**src/rtl/led_matrix_row_scanner_assert.svh**
```systemverilog
// Assertion macros shared by the LED matrix row scanner modules.
// Depends on nothing; the modules that check their logic take it in.
`ifndef LED_MATRIX_ROW_SCANNER_ASSERT_SVH
`define LED_MATRIX_ROW_SCANNER_ASSERT_SVH
`ifndef SYNTH
// A property that must hold at every clock edge outside reset.
`define LMRS_ASSERT(lbl, clk, rst_n, prop) \
  lbl: assert property (@(posedge clk) disable iff (!rst_n) (prop)) \
    else $error("lmrs: assertion failed");
// A condition that must be followed by another in the next cycle.
`define LMRS_ASSERT_NEXT(lbl, clk, rst_n, ante, cons) \
  lbl: assert property (@(posedge clk) disable iff (!rst_n) (ante) |=> (cons)) \
    else $error("lmrs: assertion failed");
`else
`define LMRS_ASSERT(lbl, clk, rst_n, prop)
`define LMRS_ASSERT_NEXT(lbl, clk, rst_n, ante, cons)
`endif
`endif

```
**src/rtl/lmrs_pkg.sv**
```systemverilog
// Types and constants of the LED matrix row scanner.
// Depends on nothing; used by every module of the block.
package lmrs_pkg;

  // Request field widths.
  localparam int MODE_W  = 2;
  localparam int ROW_W   = 4;
  localparam int COL_W   = 3;
  localparam int CELL_W  = 8;
  localparam int LEVEL_W = 3;
  localparam int DWELL_W = 16;
  localparam int CNT_W   = 17;
  localparam int WORD_W  = 16;
  localparam int IN_TDATA_W = 24;

  // Request modes.
  localparam logic [MODE_W-1:0] MODE_TICK  = 2'd0;
  localparam logic [MODE_W-1:0] MODE_LOAD  = 2'd1;
  localparam logic [MODE_W-1:0] MODE_START = 2'd2;

  // Configuration register indexes.
  localparam int CFG_ADDR_W = 1;
  localparam logic [CFG_ADDR_W-1:0] CFG_DWELL_TICKS = 1'd0;
  localparam logic [CFG_ADDR_W-1:0] CFG_MAX_LEVEL   = 1'd1;

  // Reset values of the configuration registers.
  localparam logic [DWELL_W-1:0] DWELL_RESET     = 16'd500;
  localparam logic [LEVEL_W-1:0] MAX_LEVEL_RESET = 3'd1;

  // Character code of the digit zero, the base of the level compare.
  localparam logic [CELL_W-1:0] DIGIT_ZERO = 8'h30;

  // Saturation value of the dwell counter.
  localparam logic [CNT_W-1:0] CNT_MAX = 17'h1FFFF;

  // Scan position handed from the sequencer to the frame store.
  typedef struct packed {
    logic               emit;
    logic [ROW_W-1:0]   row;
    logic [LEVEL_W-1:0] level;
  } scan_ctl_t;

endpackage

```
**src/rtl/lmrs_frame.sv**
```systemverilog
// Frame store of cell levels and the drive word builder.
// Depends on lmrs_pkg.
module lmrs_frame #(
  parameter int ROWS = 10,
  parameter int COLS = 6
) (
  input  logic                          clk_i,
  input  logic                          rst_ni,
  input  logic                          wr_en_i,
  input  logic [lmrs_pkg::ROW_W-1:0]    wr_row_i,
  input  logic [lmrs_pkg::COL_W-1:0]    wr_col_i,
  input  logic [lmrs_pkg::CELL_W-1:0]   wr_value_i,
  input  lmrs_pkg::scan_ctl_t           ctl_i,
  output logic [lmrs_pkg::WORD_W-1:0]   word_o
);

  localparam int RIDX_W = (ROWS > 1) ? $clog2(ROWS) : 1;

  logic [lmrs_pkg::CELL_W-1:0] frame_q [ROWS][COLS];
  logic [RIDX_W-1:0]           rd_idx;
  logic [COLS-1:0]             hit;
  logic [lmrs_pkg::CELL_W:0]   thresh;
  logic [lmrs_pkg::WORD_W-1:0] word;

  // Cell write; a load outside the matrix matches no cell.
  always_ff @(posedge clk_i or negedge rst_ni) begin
    if (!rst_ni) begin
      for (int r = 0; r < ROWS; r++) begin
        for (int c = 0; c < COLS; c++) begin
          frame_q[r][c] <= '0;
        end
      end
    end else begin
      for (int r = 0; r < ROWS; r++) begin
        for (int c = 0; c < COLS; c++) begin
          if (wr_en_i && (32'(wr_row_i) == r) && (32'(wr_col_i) == c)) begin
            frame_q[r][c] <= wr_value_i;
          end
        end
      end
    end
  end

  // Row select, guarded so that an out-of-range row reads row zero.
  assign rd_idx = (32'(ctl_i.row) < ROWS) ? RIDX_W'(ctl_i.row) : '0;
  assign thresh = {1'b0, lmrs_pkg::DIGIT_ZERO} + {{(lmrs_pkg::CELL_W-2){1'b0}}, ctl_i.level};

  // Column compare against the digit zero plus the current level.
  always_comb begin
    for (int c = 0; c < COLS; c++) begin
      hit[c] = {1'b0, frame_q[rd_idx][c]} > thresh;
    end
  end

  // Rows active low in the low bits, column zero at the top of the columns.
  always_comb begin
    for (int b = 0; b < lmrs_pkg::WORD_W; b++) begin
      if (b < ROWS) begin
        word[b] = (32'(rd_idx) != b);
      end else if ((b - ROWS) < COLS) begin
        word[b] = hit[COLS-1-(b-ROWS)];
      end else begin
        word[b] = 1'b0;
      end
    end
  end

  assign word_o = ctl_i.emit ? word : '0;

endmodule

```
**src/rtl/lmrs_scan.sv**
```systemverilog
// Scan sequencer: phase, row, level pass and dwell counter.
// Depends on lmrs_pkg and led_matrix_row_scanner_assert.svh.
`include "led_matrix_row_scanner_assert.svh"
module lmrs_scan #(
  parameter int ROWS = 10
) (
  input  logic                          clk_i,
  input  logic                          rst_ni,
  input  logic                          step_i,
  input  logic [lmrs_pkg::MODE_W-1:0]   mode_i,
  input  logic [lmrs_pkg::DWELL_W-1:0]  dwell_ticks_i,
  input  logic [lmrs_pkg::LEVEL_W-1:0]  max_level_i,
  output lmrs_pkg::scan_ctl_t           ctl_o,
  output logic                          idle_o
);

  typedef enum logic [1:0] {
    PH_IDLE,
    PH_NEW,
    PH_COMPUTE,
    PH_DWELL
  } phase_e;

  phase_e                        phase_q, phase_d;
  logic [lmrs_pkg::ROW_W-1:0]    scan_row_q, scan_row_d;
  logic [lmrs_pkg::LEVEL_W-1:0]  level_q, level_d;
  logic [lmrs_pkg::CNT_W-1:0]    dwell_q, dwell_d;
  logic [lmrs_pkg::CNT_W-1:0]    dwell_inc;
  logic                          emit;

  assign dwell_inc = (dwell_q == lmrs_pkg::CNT_MAX) ? dwell_q
                                                    : dwell_q + lmrs_pkg::CNT_W'(1);
  assign emit = step_i && (mode_i == lmrs_pkg::MODE_TICK) && (phase_q == PH_COMPUTE);

  // Next state for one processed request.
  always_comb begin
    phase_d    = phase_q;
    scan_row_d = scan_row_q;
    level_d    = level_q;
    dwell_d    = dwell_q;
    if (step_i) begin
      case (mode_i)
        lmrs_pkg::MODE_START: begin
          phase_d = PH_NEW;
        end
        lmrs_pkg::MODE_TICK: begin
          case (phase_q)
            PH_NEW: begin
              scan_row_d = '0;
              level_d    = '0;
              dwell_d    = '0;
              phase_d    = PH_COMPUTE;
            end
            PH_COMPUTE: begin
              dwell_d = '0;
              phase_d = PH_DWELL;
            end
            PH_DWELL: begin
              dwell_d = dwell_inc;
              if (dwell_inc > {1'b0, dwell_ticks_i}) begin
                phase_d = PH_COMPUTE;
                if (level_q >= max_level_i) begin
                  level_d = '0;
                  if (scan_row_q == lmrs_pkg::ROW_W'(ROWS - 1)) begin
                    scan_row_d = '0;
                    phase_d    = PH_IDLE;
                  end else begin
                    scan_row_d = scan_row_q + lmrs_pkg::ROW_W'(1);
                  end
                end else begin
                  level_d = level_q + lmrs_pkg::LEVEL_W'(1);
                end
              end
            end
            default: begin
              phase_d = phase_q;
            end
          endcase
        end
        default: begin
          phase_d = phase_q;
        end
      endcase
    end
  end

  // State registers.
  always_ff @(posedge clk_i or negedge rst_ni) begin
    if (!rst_ni) begin
      phase_q    <= PH_IDLE;
      scan_row_q <= '0;
      level_q    <= '0;
      dwell_q    <= '0;
    end else begin
      phase_q    <= phase_d;
      scan_row_q <= scan_row_d;
      level_q    <= level_d;
      dwell_q    <= dwell_d;
    end
  end

  assign ctl_o.emit  = emit;
  assign ctl_o.row   = scan_row_q;
  assign ctl_o.level = level_q;
  assign idle_o      = (phase_d == PH_IDLE);

  // The scan position is cleared whenever the sequencer rests.
  `LMRS_ASSERT(a_idle_clear, clk_i, rst_ni, (phase_q != PH_IDLE) || ((scan_row_q == '0) && (level_q == '0)))
  // The scan row never leaves the matrix.
  `LMRS_ASSERT(a_row_range, clk_i, rst_ni, 32'(scan_row_q) < ROWS)
  // Every drive word is followed by a dwell.
  `LMRS_ASSERT_NEXT(a_emit_dwell, clk_i, rst_ni, emit, phase_q == PH_DWELL)

endmodule

```
**src/rtl/led_matrix_row_scanner.sv**
```systemverilog
// Top level of the LED matrix row scanner: request register, result register,
// configuration registers. Depends on lmrs_pkg, lmrs_frame, lmrs_scan and the
// assertion header.
//
// Channel   Dir  Handshake              Payload
// s_axis    in   tvalid/tready          tdata: mode, cell_row, cell_col, cell_value
// m_axis    out  tvalid/tready          tdata: shift_word; tuser: word_valid, ready_res
// cfg       in   cfg_we_i, no wait      cfg_addr_i selects dwell_ticks or max_level
//
// One request is taken per cycle while m_axis does not stall; each gives one
// result, through the request register and then the result register.
// The frame store is read at one row and written at one cell per cycle.
// Reset returns the sequencer to idle and clears every cell to off.
// A stall at m_axis holds the result register, then the request register.
`include "led_matrix_row_scanner_assert.svh"
module led_matrix_row_scanner #(
  parameter int ROWS = 10,
  parameter int COLS = 6
) (
  input  logic                                clk_i,
  input  logic                                rst_ni,
  // Stream in. tdata: mode[1:0], cell_row[5:2], cell_col[8:6], cell_value[16:9]
  input  logic                                s_axis_tvalid,
  output logic                                s_axis_tready,
  input  logic [lmrs_pkg::IN_TDATA_W-1:0]     s_axis_tdata,
  // Stream out. tdata: shift_word[15:0]
  output logic                                m_axis_tvalid,
  input  logic                                m_axis_tready,
  output logic [lmrs_pkg::WORD_W-1:0]         m_axis_tdata,
  // tuser: word_valid[0], ready_res[1]
  output logic [1:0]                          m_axis_tuser,
  // Configuration writes.
  input  logic                                cfg_we_i,
  input  logic [lmrs_pkg::CFG_ADDR_W-1:0]     cfg_addr_i,
  input  logic [lmrs_pkg::DWELL_W-1:0]        cfg_wdata_i
);

  logic                            in_valid_q;
  logic [lmrs_pkg::MODE_W-1:0]     mode_q;
  logic [lmrs_pkg::ROW_W-1:0]      cell_row_q;
  logic [lmrs_pkg::COL_W-1:0]      cell_col_q;
  logic [lmrs_pkg::CELL_W-1:0]     cell_value_q;
  logic                            out_valid_q;
  logic [lmrs_pkg::WORD_W-1:0]     word_q;
  logic                            word_valid_q;
  logic                            ready_res_q;
  logic [lmrs_pkg::DWELL_W-1:0]    dwell_ticks_q;
  logic [lmrs_pkg::LEVEL_W-1:0]    max_level_q;
  logic                            advance;
  logic                            step_en;
  logic                            in_take;
  lmrs_pkg::scan_ctl_t             ctl;
  logic                            idle;
  logic [lmrs_pkg::WORD_W-1:0]     word;

  // The result register moves when empty or taken; the request register follows.
  assign advance       = !out_valid_q || m_axis_tready;
  assign step_en       = in_valid_q && advance;
  assign s_axis_tready = !in_valid_q || advance;
  assign in_take       = s_axis_tvalid && s_axis_tready;

  // Configuration registers.
  always_ff @(posedge clk_i or negedge rst_ni) begin
    if (!rst_ni) begin
      dwell_ticks_q <= lmrs_pkg::DWELL_RESET;
      max_level_q   <= lmrs_pkg::MAX_LEVEL_RESET;
    end else if (cfg_we_i) begin
      case (cfg_addr_i)
        lmrs_pkg::CFG_DWELL_TICKS: dwell_ticks_q <= cfg_wdata_i;
        lmrs_pkg::CFG_MAX_LEVEL:   max_level_q   <= cfg_wdata_i[lmrs_pkg::LEVEL_W-1:0];
        default: begin
          dwell_ticks_q <= dwell_ticks_q;
        end
      endcase
    end
  end

  // Request register.
  always_ff @(posedge clk_i or negedge rst_ni) begin
    if (!rst_ni) begin
      in_valid_q <= 1'b0;
    end else if (s_axis_tready) begin
      in_valid_q <= s_axis_tvalid;
    end
  end

  always_ff @(posedge clk_i) begin
    if (in_take) begin
      mode_q       <= s_axis_tdata[1:0];
      cell_row_q   <= s_axis_tdata[5:2];
      cell_col_q   <= s_axis_tdata[8:6];
      cell_value_q <= s_axis_tdata[16:9];
    end
  end

  lmrs_scan #(
    .ROWS (ROWS)
  ) u_scan (
    .clk_i         (clk_i),
    .rst_ni        (rst_ni),
    .step_i        (step_en),
    .mode_i        (mode_q),
    .dwell_ticks_i (dwell_ticks_q),
    .max_level_i   (max_level_q),
    .ctl_o         (ctl),
    .idle_o        (idle)
  );

  lmrs_frame #(
    .ROWS (ROWS),
    .COLS (COLS)
  ) u_frame (
    .clk_i      (clk_i),
    .rst_ni     (rst_ni),
    .wr_en_i    (step_en && (mode_q == lmrs_pkg::MODE_LOAD)),
    .wr_row_i   (cell_row_q),
    .wr_col_i   (cell_col_q),
    .wr_value_i (cell_value_q),
    .ctl_i      (ctl),
    .word_o     (word)
  );

  // Result register.
  always_ff @(posedge clk_i or negedge rst_ni) begin
    if (!rst_ni) begin
      out_valid_q <= 1'b0;
    end else if (advance) begin
      out_valid_q <= in_valid_q;
    end
  end

  always_ff @(posedge clk_i) begin
    if (step_en) begin
      word_q       <= word;
      word_valid_q <= ctl.emit;
      ready_res_q  <= idle;
    end
  end

  assign m_axis_tvalid = out_valid_q;
  assign m_axis_tdata  = word_q;
  assign m_axis_tuser  = {ready_res_q, word_valid_q};

  // A result without a drive word carries an all-zero word.
  `LMRS_ASSERT(a_word_zero, clk_i, rst_ni, !out_valid_q || word_valid_q || (word_q == '0))
  // A held request stays in the request register while the output stalls.
  `LMRS_ASSERT_NEXT(a_in_hold, clk_i, rst_ni, in_valid_q && !advance, in_valid_q)
  // A result that is not taken stays offered.
  `LMRS_ASSERT_NEXT(a_out_hold, clk_i, rst_ni, out_valid_q && !m_axis_tready, out_valid_q)

endmodule
```
**config.mk**
```make
export PLATFORM = sky130hd
export DESIGN_NAME = led_matrix_row_scanner
export DESIGN_NICKNAME = d
export VERILOG_FILES = /design/src/rtl/lmrs_pkg.sv /design/src/rtl/lmrs_frame.sv /design/src/rtl/lmrs_scan.sv /design/src/rtl/led_matrix_row_scanner.sv
export VERILOG_INCLUDE_DIRS = /design/src /design/src/rtl
export SDC_FILE = /design/constraint.sdc
export NUM_CORES = 1
export LEC_CHECK = 0
export BUFFER_PORTS_ARGS = -buffer_cell sky130_fd_sc_hd__buf_4
export CAP_MARGIN = 20
export CELL_PAD_IN_SITES_DETAIL_PLACEMENT = 0
export CELL_PAD_IN_SITES_GLOBAL_PLACEMENT = 1
export CORE_AREA = 2 2 300 302
export DETAILED_ROUTE_END_ITERATION = 7
export DIE_AREA = 0 0 302 304
export GPL_TIMING_DRIVEN = 0
export PLACE_DENSITY_LB_ADDON = 0.1
export SLEW_MARGIN = 20
export SYNTH_ARGS = -nofsm -noshare
export SYNTH_HDL_FRONTEND = slang
export SYNTH_SLANG_ARGS = --single-unit
```
**constraint.sdc**
```tcl
create_clock -name clk_i -period 4.1 [get_ports clk_i]
set_clock_uncertainty 0.2 [all_clocks]
set_input_delay 0.205 -clock clk_i [delete_from_list [all_inputs] [get_ports clk_i]]
set_output_delay 0.205 -clock clk_i [all_outputs]
set_load 0.05 [all_outputs]
```
Word level (Yosys, flattened, before mapping)

Index checks and enable logic that the tools add are counted.

Add/subtract/negate cells: 4
$lt $le $gt $ge: 10
Eq/ne operators: 32
Multiplexer cells: 19
Bitwise gates (word level): 2
Reduce and logical (&&, ||, !) cells: 92

Operator list:

| cell                    | number |
|---|---|
| $bmux W48 S4            | 1 |
| $mux W48                | 2 |
| $logic_and A1 B1 Y1     | 75 |
| $gt A8 B9 Y1            | 6 |
| $pmux W17 S2            | 1 |
| $add A17 B1 Y17 const B | 1 |
| $eq A17 B17 Y1 const B  | 1 |
| $gt A17 B16 Y1          | 1 |
| $mux W17                | 1 |
| $eq A4 B3 Y1 const B    | 4 |
| $mux W4                 | 4 |
| $ne A4 B3 Y1 const B    | 4 |
| $eq A4 B4 Y1 const B    | 3 |
| $eq A4 B2 Y1 const B    | 2 |
| $mux W2                 | 4 |
| $ne A4 B2 Y1 const B    | 2 |
| $ne A4 B4 Y1 const B    | 2 |
| $pmux W4 S2             | 1 |
| $add A6 B3 Y7 const A   | 1 |
| $eq A2 B2 Y1 const B    | 3 |
| $eq A3 B2 Y1 const B    | 2 |
| $eq A3 B3 Y1 const B    | 2 |
| $mux W3                 | 2 |
| $pmux W2 S3             | 1 |
| other kinds (26)        | 33 |

Register bits: 562
Input port bits: 46
Output and inout bits: 20
Word-level logic and storage cells: 234

Logic depth before layout (Yosys ltp)

Depth after elaboration: 8
Mapped depth: 15
Gate-level depth less buffers: 13

Modules after synthesis

From an unflattened synthesis, not the netlist that was laid out.

Cells, all modules: 2,062
Area total of the unflattened synthesis: 26,454.1 sq um

By module, submodules not included:

| module                 | instances | cells an instance | area each (sq um) | seq. area each (sq um) |
|---|---|---|---|---|
| lmrs_frame             | 1         | 1,715             | 22,357.7          | 12,011.5 |
| lmrs_scan              | 1         | 259               | 2,147.1           | 650.6 |
| led_matrix_row_scanner | 1         | 88                | 1,949.4           | 1,585.3 |

Worst setup path after synthesis

No wires, ideal clock.

Path kind: register to register
Start point: reg u_scan.dwell_q[8] in the netlist's numbering
End point: reg u_scan.level_q[0] in the netlist's numbering
Setup time: 125 ps
Arrival: 3,444 ps
Data required time: 3,775 ps
Path slack: 331 ps
Cell stages (with the launch flop): 14
Buffers on the path: 1
Clock period less this slack: 3,769 ps
Cell sequence: dfrtp_1 and4_1 and4_1 clkbuf_1 a211oi_2 and3_1 xor2_1 ha_1 and3_1 a221oi_1 nand3_1 o211ai_1 a21oi_1 mux2_2

Cells in the longest elaborated chain, start to end: 5
Elaborated cells between the ends (all ways): 6
Classes of those cells: add/sub (1); order compare (1); eq/ne (2); mux (1); reduce/logical (1)

Ends and longest elaborated chain:

| what                                                     | line                             | RTL |
|---|---|---|
| from (decl)                                              | lmrs_scan.sv:27                  | `logic [lmrs_pkg::CNT_W-1:0] dwell_q, dwell_d;` |
| from (signal assigned)                                   | lmrs_scan.sv:98                  | `dwell_q <= dwell_d;` |
| $add A17 B1 Y17 / $eq A17 B17 Y1 (equally long branches) | lmrs_scan.sv:32, lmrs_scan.sv:31 |  |
| $mux W17 (*)                                             | lmrs_scan.sv:31                  | `assign dwell_inc = (dwell_q == lmrs_pkg::CNT_MAX) ? dwell_q` |
| $gt A17 B16 Y1 (*)                                       | lmrs_scan.sv:60                  | `if (dwell_inc > {1'b0, dwell_ticks_i}) begin` |
| $ne A2 B1 Y1 (no source line) (*)                        | --                               |  |
| $reduce_and A4 Y1 (no source line) (*)                   | --                               |  |
| to (signal assigned)                                     | lmrs_scan.sv:97                  | `level_q <= level_d;` |
| to (decl)                                                | lmrs_scan.sv:26                  | `logic [lmrs_pkg::LEVEL_W-1:0] level_q, level_d;` |

Every way passes the cells marked *; elsewhere a longest branch is shown, timed or not.
A chain may end at the register's enable or synchronous reset.

Final worst setup path

Start point: reg u_scan.scan_row_q[0] in the netlist's numbering
End point: reg word_q, in the netlist m_axis_tdata[15] (data pin)

Cells in the longest elaborated chain, start to end: 7

Ends and longest elaborated chain:

| what                                            | line                          | RTL |
|---|---|---|
| from (decl)                                     | lmrs_scan.sv:25               | `logic [lmrs_pkg::ROW_W-1:0] scan_row_q, scan_row_d;` |
| from (signal assigned)                          | lmrs_scan.sv:96               | `scan_row_q <= scan_row_d;` |
| $lt A4 B4 Y1                                    | lmrs_frame.sv:45              | `assign rd_idx = (32'(ctl_i.row) < ROWS) ? RIDX_W'(ctl_i.row) : '0;` |
| $mux W4 (*)                                     | lmrs_frame.sv:45              |  |
| $not A4 Y5 (implied by the code) (*)            | lmrs_frame.sv:51              | `hit[c] = {1'b0, frame_q[rd_idx][c]} > thresh;` |
| $bmux W48 S4 (*)                                | lmrs_frame.sv:51              |  |
| $mux W48 (implied by the code) (*) (2 in a row) | lmrs_frame.sv:51              |  |
| $gt A8 B9 Y1 (*)                                | lmrs_frame.sv:51              |  |
| to (signal assigned)                            | led_matrix_row_scanner.sv:134 | `word_q <= word;` |
| to (decl)                                       | led_matrix_row_scanner.sv:44  | `logic [lmrs_pkg::WORD_W-1:0] word_q;` |

Every way passes the cells marked *; elsewhere a longest branch is shown, timed or not. The select of a mux whose other input is x is not followed.

==> results.json <==
{
  "status": "completed",
  "worstPathArrival_ns": 4.26,
  "antenna_found_initial": 8,
  "cts_htree_levels": 3,
  "p_per_area_nw_per_um2": 472,
  "insertion_delay_ns": 0.61,
  "ios": 66,
  "p_int_mw": 10.3,
  "clk_pin_slew_worst_paths_ns": 0.06,
  "critPathKind": "flip-flop to flip-flop",
  "ys_types": 76,
  "dr.pass1.iters": 5,
  "place_inst": 3244,
  "sequentialPowerShare_pct": 40.6,
  "ys_seq_elements": 562,
  "synth_ff_type": "dfrtp_1",
  "clockRootBuffer": "clkbuf_16",
  "vias": 18000,
  "num_rows": 110,
  "async_flop_share_pct": 93.8,
  "fmax_ghz": 0.247,
  "area_growth_pct": 22.2,
  "via_per_inst": 5.23,
  "p_sw_share_pct": 29.9,
  "dp_slack_ns": -2.20,
  "max-cap-violations": 0,
  "drt_wl_total_um": 102000,
  "detail-route-antenna-nets": 0,
  "grt_start_max_net_pins": 98,
  "syn_inst": 1998,
  "start_util_pct": 28.6,
  "grt_pass1_wl_um": 144000,
  "initialDrtViolationCount": 1138,
  "period_share_pct": 98.9,
  "wl_per_cell_um": 29.6,
  "drv_slew": 0,
  "syn_avg_cell_area_sq_um": 12.8,
  "cts_buffers": 70,
  "clkPwrFrac_pct": 40.8,
  "gp_congestion": 0.863,
  "syn_area_sq_um": 25500,
  "grt_overflow_total": 0,
  "rsz0062_at_grt": "true",
  "power.leakage_nw": 14.2,
  "final_common_cell": "dfrtp_1",
  "synth-edff-count": 35,
  "cp-end-kind": "flip-flop",
  "grt_use_total_pct": 22.2,
  "yosys_warnings": 0,
  "hold_class": "input port to flip-flop",
  "cts_tree": "done",
  "clockBufferDepth": 3,
  "die_h_um": 304,
  "drive_gt1_share_pct": 37.1,
  "place_hpwl_um": 71900,
  "cp-start-kind": "flip-flop",
  "p_sw_mw": 4.39,
  "cp.required_ns": 4.30,
  "combinationalPowerShare_pct": 18.5,
  "die_w_um": 302,
  "hold_viol_final": 0,
  "drc": 0,
  "core-area_sq_um": 89000,
  "synth_seq_area_share_pct": 55.9,
  "setup_violations": 0,
  "finalNetCount": 2291,
  "portBuffers": 58,
  "cp_max_fo": 10,
  "die_area_sq_um": 91800,
  "worst_pin_slew_ns": 1.16,
  "grt_pass1_vias": 18800,
  "fin_crit_ns": 4.05,
  "stdcell_count": 3438,
  "final_cell_mix": "dfrtp_1 (520), mux2_2 (488), o21ai_0 (109), clkbuf_1 (91), nand2_1 (89)",
  "synthesis.nets": 2083,
  "max_slew_margin_pct": 22.5,
  "fin_ws_ns": 0.0451,
  "cts.sinks": 562,
  "peakVddDrop_uv": 268
}
[cell type report]
class                      count  area (sq um)
timing repair buffer         142          1370
buffer                       119           717
sequential                   562         14200
multi-input combinational   1274         11000
clock inverter                20           116
antenna                        2          5.00
inverter                      37           139
fill                        8716         57900
clock buffer                 106          2060
tap                         1176          1470
[final timing paths]
check | from | slack (ns) | end | cells after the start
worst max-delay path | u_scan.scan_row_q[0] | 0.05 | m_axis_tdata[15] | 14
worst min-delay path | s_axis_tdata[16] | 0.11 | cell_value_q[7] | 2
max in group asynchronous | rst_ni | 1.75 | u_frame.frame_q[233] | 5
worst max register to register | u_scan.scan_row_q[0] | 0.05 | m_axis_tdata[15] | 14
min in group asynchronous | rst_ni | 0.53 | u_scan.dwell_q[7] | 3
worst min register to register | u_frame.frame_q[87] | 0.30 | u_frame.frame_q[87] | 1
[sequential cells by signal, summed over array words and instances, names as in the netlist]
| register | count |
|---|---|
| word_valid_q | 1 |
| u_scan.level_q | 3 |
| m_axis_tvalid | 1 |
| dwell_ticks_q | 16 |
| u_scan.dwell_q | 17 |
| max_level_q | 3 |
| m_axis_tdata | 16 |
| ready_res_q | 1 |
| cell_row_q | 4 |
| mode_q | 2 |
| u_frame.frame_q | 480 |
| cell_value_q | 8 |
| u_scan.phase_q | 2 |
| cell_col_q | 3 |
| in_valid_q | 1 |
| u_scan.scan_row_q | 4 |
[cells by family after synthesis]
family / Yosys count / share of synthesized area, %
AOI/OAI and AO/OA: 420 / 10.9
DFF: 562 / 55.9
buffers and inverters: 162 / 2.47
adders and majority gates: 39 / 1.91
xor gates and xnor gates: 15 / 0.515
and+or+nand+nor: 288 / 5.79
muxes: 512 / 22.5
[stage by stage]
stage	utilization, %	instance area (sq um)	setup TNS [ns]	power (mW)	hold WS [ns]
after floorplan	-	25500	0	7.20	-0.291
after global placement	30.8	27400	-1685.68	8.36	0.183
after detailed placement	31.1	27700	-13.94	8.41	0.0499
after CTS	34.8	31000	0	14.8	0.0760
after global routing	35.0	31100	-0.117	15.3	0.0970
final	35.0	31100	0	14.7	0.115
[power by group through the flow]
stage               logic, mW  clock network (mW)  registers (mW)
floorplan                1.17                   0            6.03
global placement         2.30                   0            6.06
detailed placement       2.35                   0            6.06
CTS                      2.69                6.16            5.96
global route             2.90                6.38            5.99
finish                   2.72                6.00            5.97
[worst max-delay path, cell delays in order (launching register included)]
cell and delay (ns):
dfrtp_1 0.41, buf_6 0.20, buf_8 0.19, buf_12 0.18, buf_12 0.17, mux2i_1 0.11
o21ai_2 0.31, o221ai_1 0.21, a221oi_1 0.31, ha_1 0.33, a32oi_2 0.20, buf_4 0.18
a211oi_1 0.06, or4_4 0.55, a31oi_4 0.22
[per-layer routing]
| layer | part of all wire, % | vias to the layer above | global-route usage (%) |
|---|---|---|---|
| li1 | - | 7813 | - |
| met1 | 47 | 9560 | 31.5 |
| met2 | 46 | 465 | 34.9 |
| met3 | 4.4 | 136 | 2.85 |
| met4 | 3.4 | 0 | 7.77 |
| met5 | 0 | - | 0 |
[what timing repair did]
action / in CTS / in global routing
cloned: 0 / 0
pin swaps: 8 / 5
hold endpoints to repair: 244 / 0
gates resized for setup: 168 / 43
setup endpoints to repair: 16 / 14
hold buffers: 56 / 0
buffers inserted: 14 / 2
[Yosys cell counts (15+ instances only)]
library cell	number	area (sq um)
a21oi_1	85	425
a221oi_1	15	131
a222oi_1	18	180
clkbuf_1	107	402
dfrtp_1	520	13000
edfxtp_1	35	1050
ha_1	39	488
inv_1	37	139
mux2_2	488	5500
mux2i_1	24	240
nand2_1	95	357
nand2b_1	16	100
nand3_1	20	100
nor2_1	47	176
nor2_2	30	188
nor2b_1	15	93.8
o21ai_0	136	681
o22a_1	24	210
Note: power is estimated with default switching activity, not from simulation.
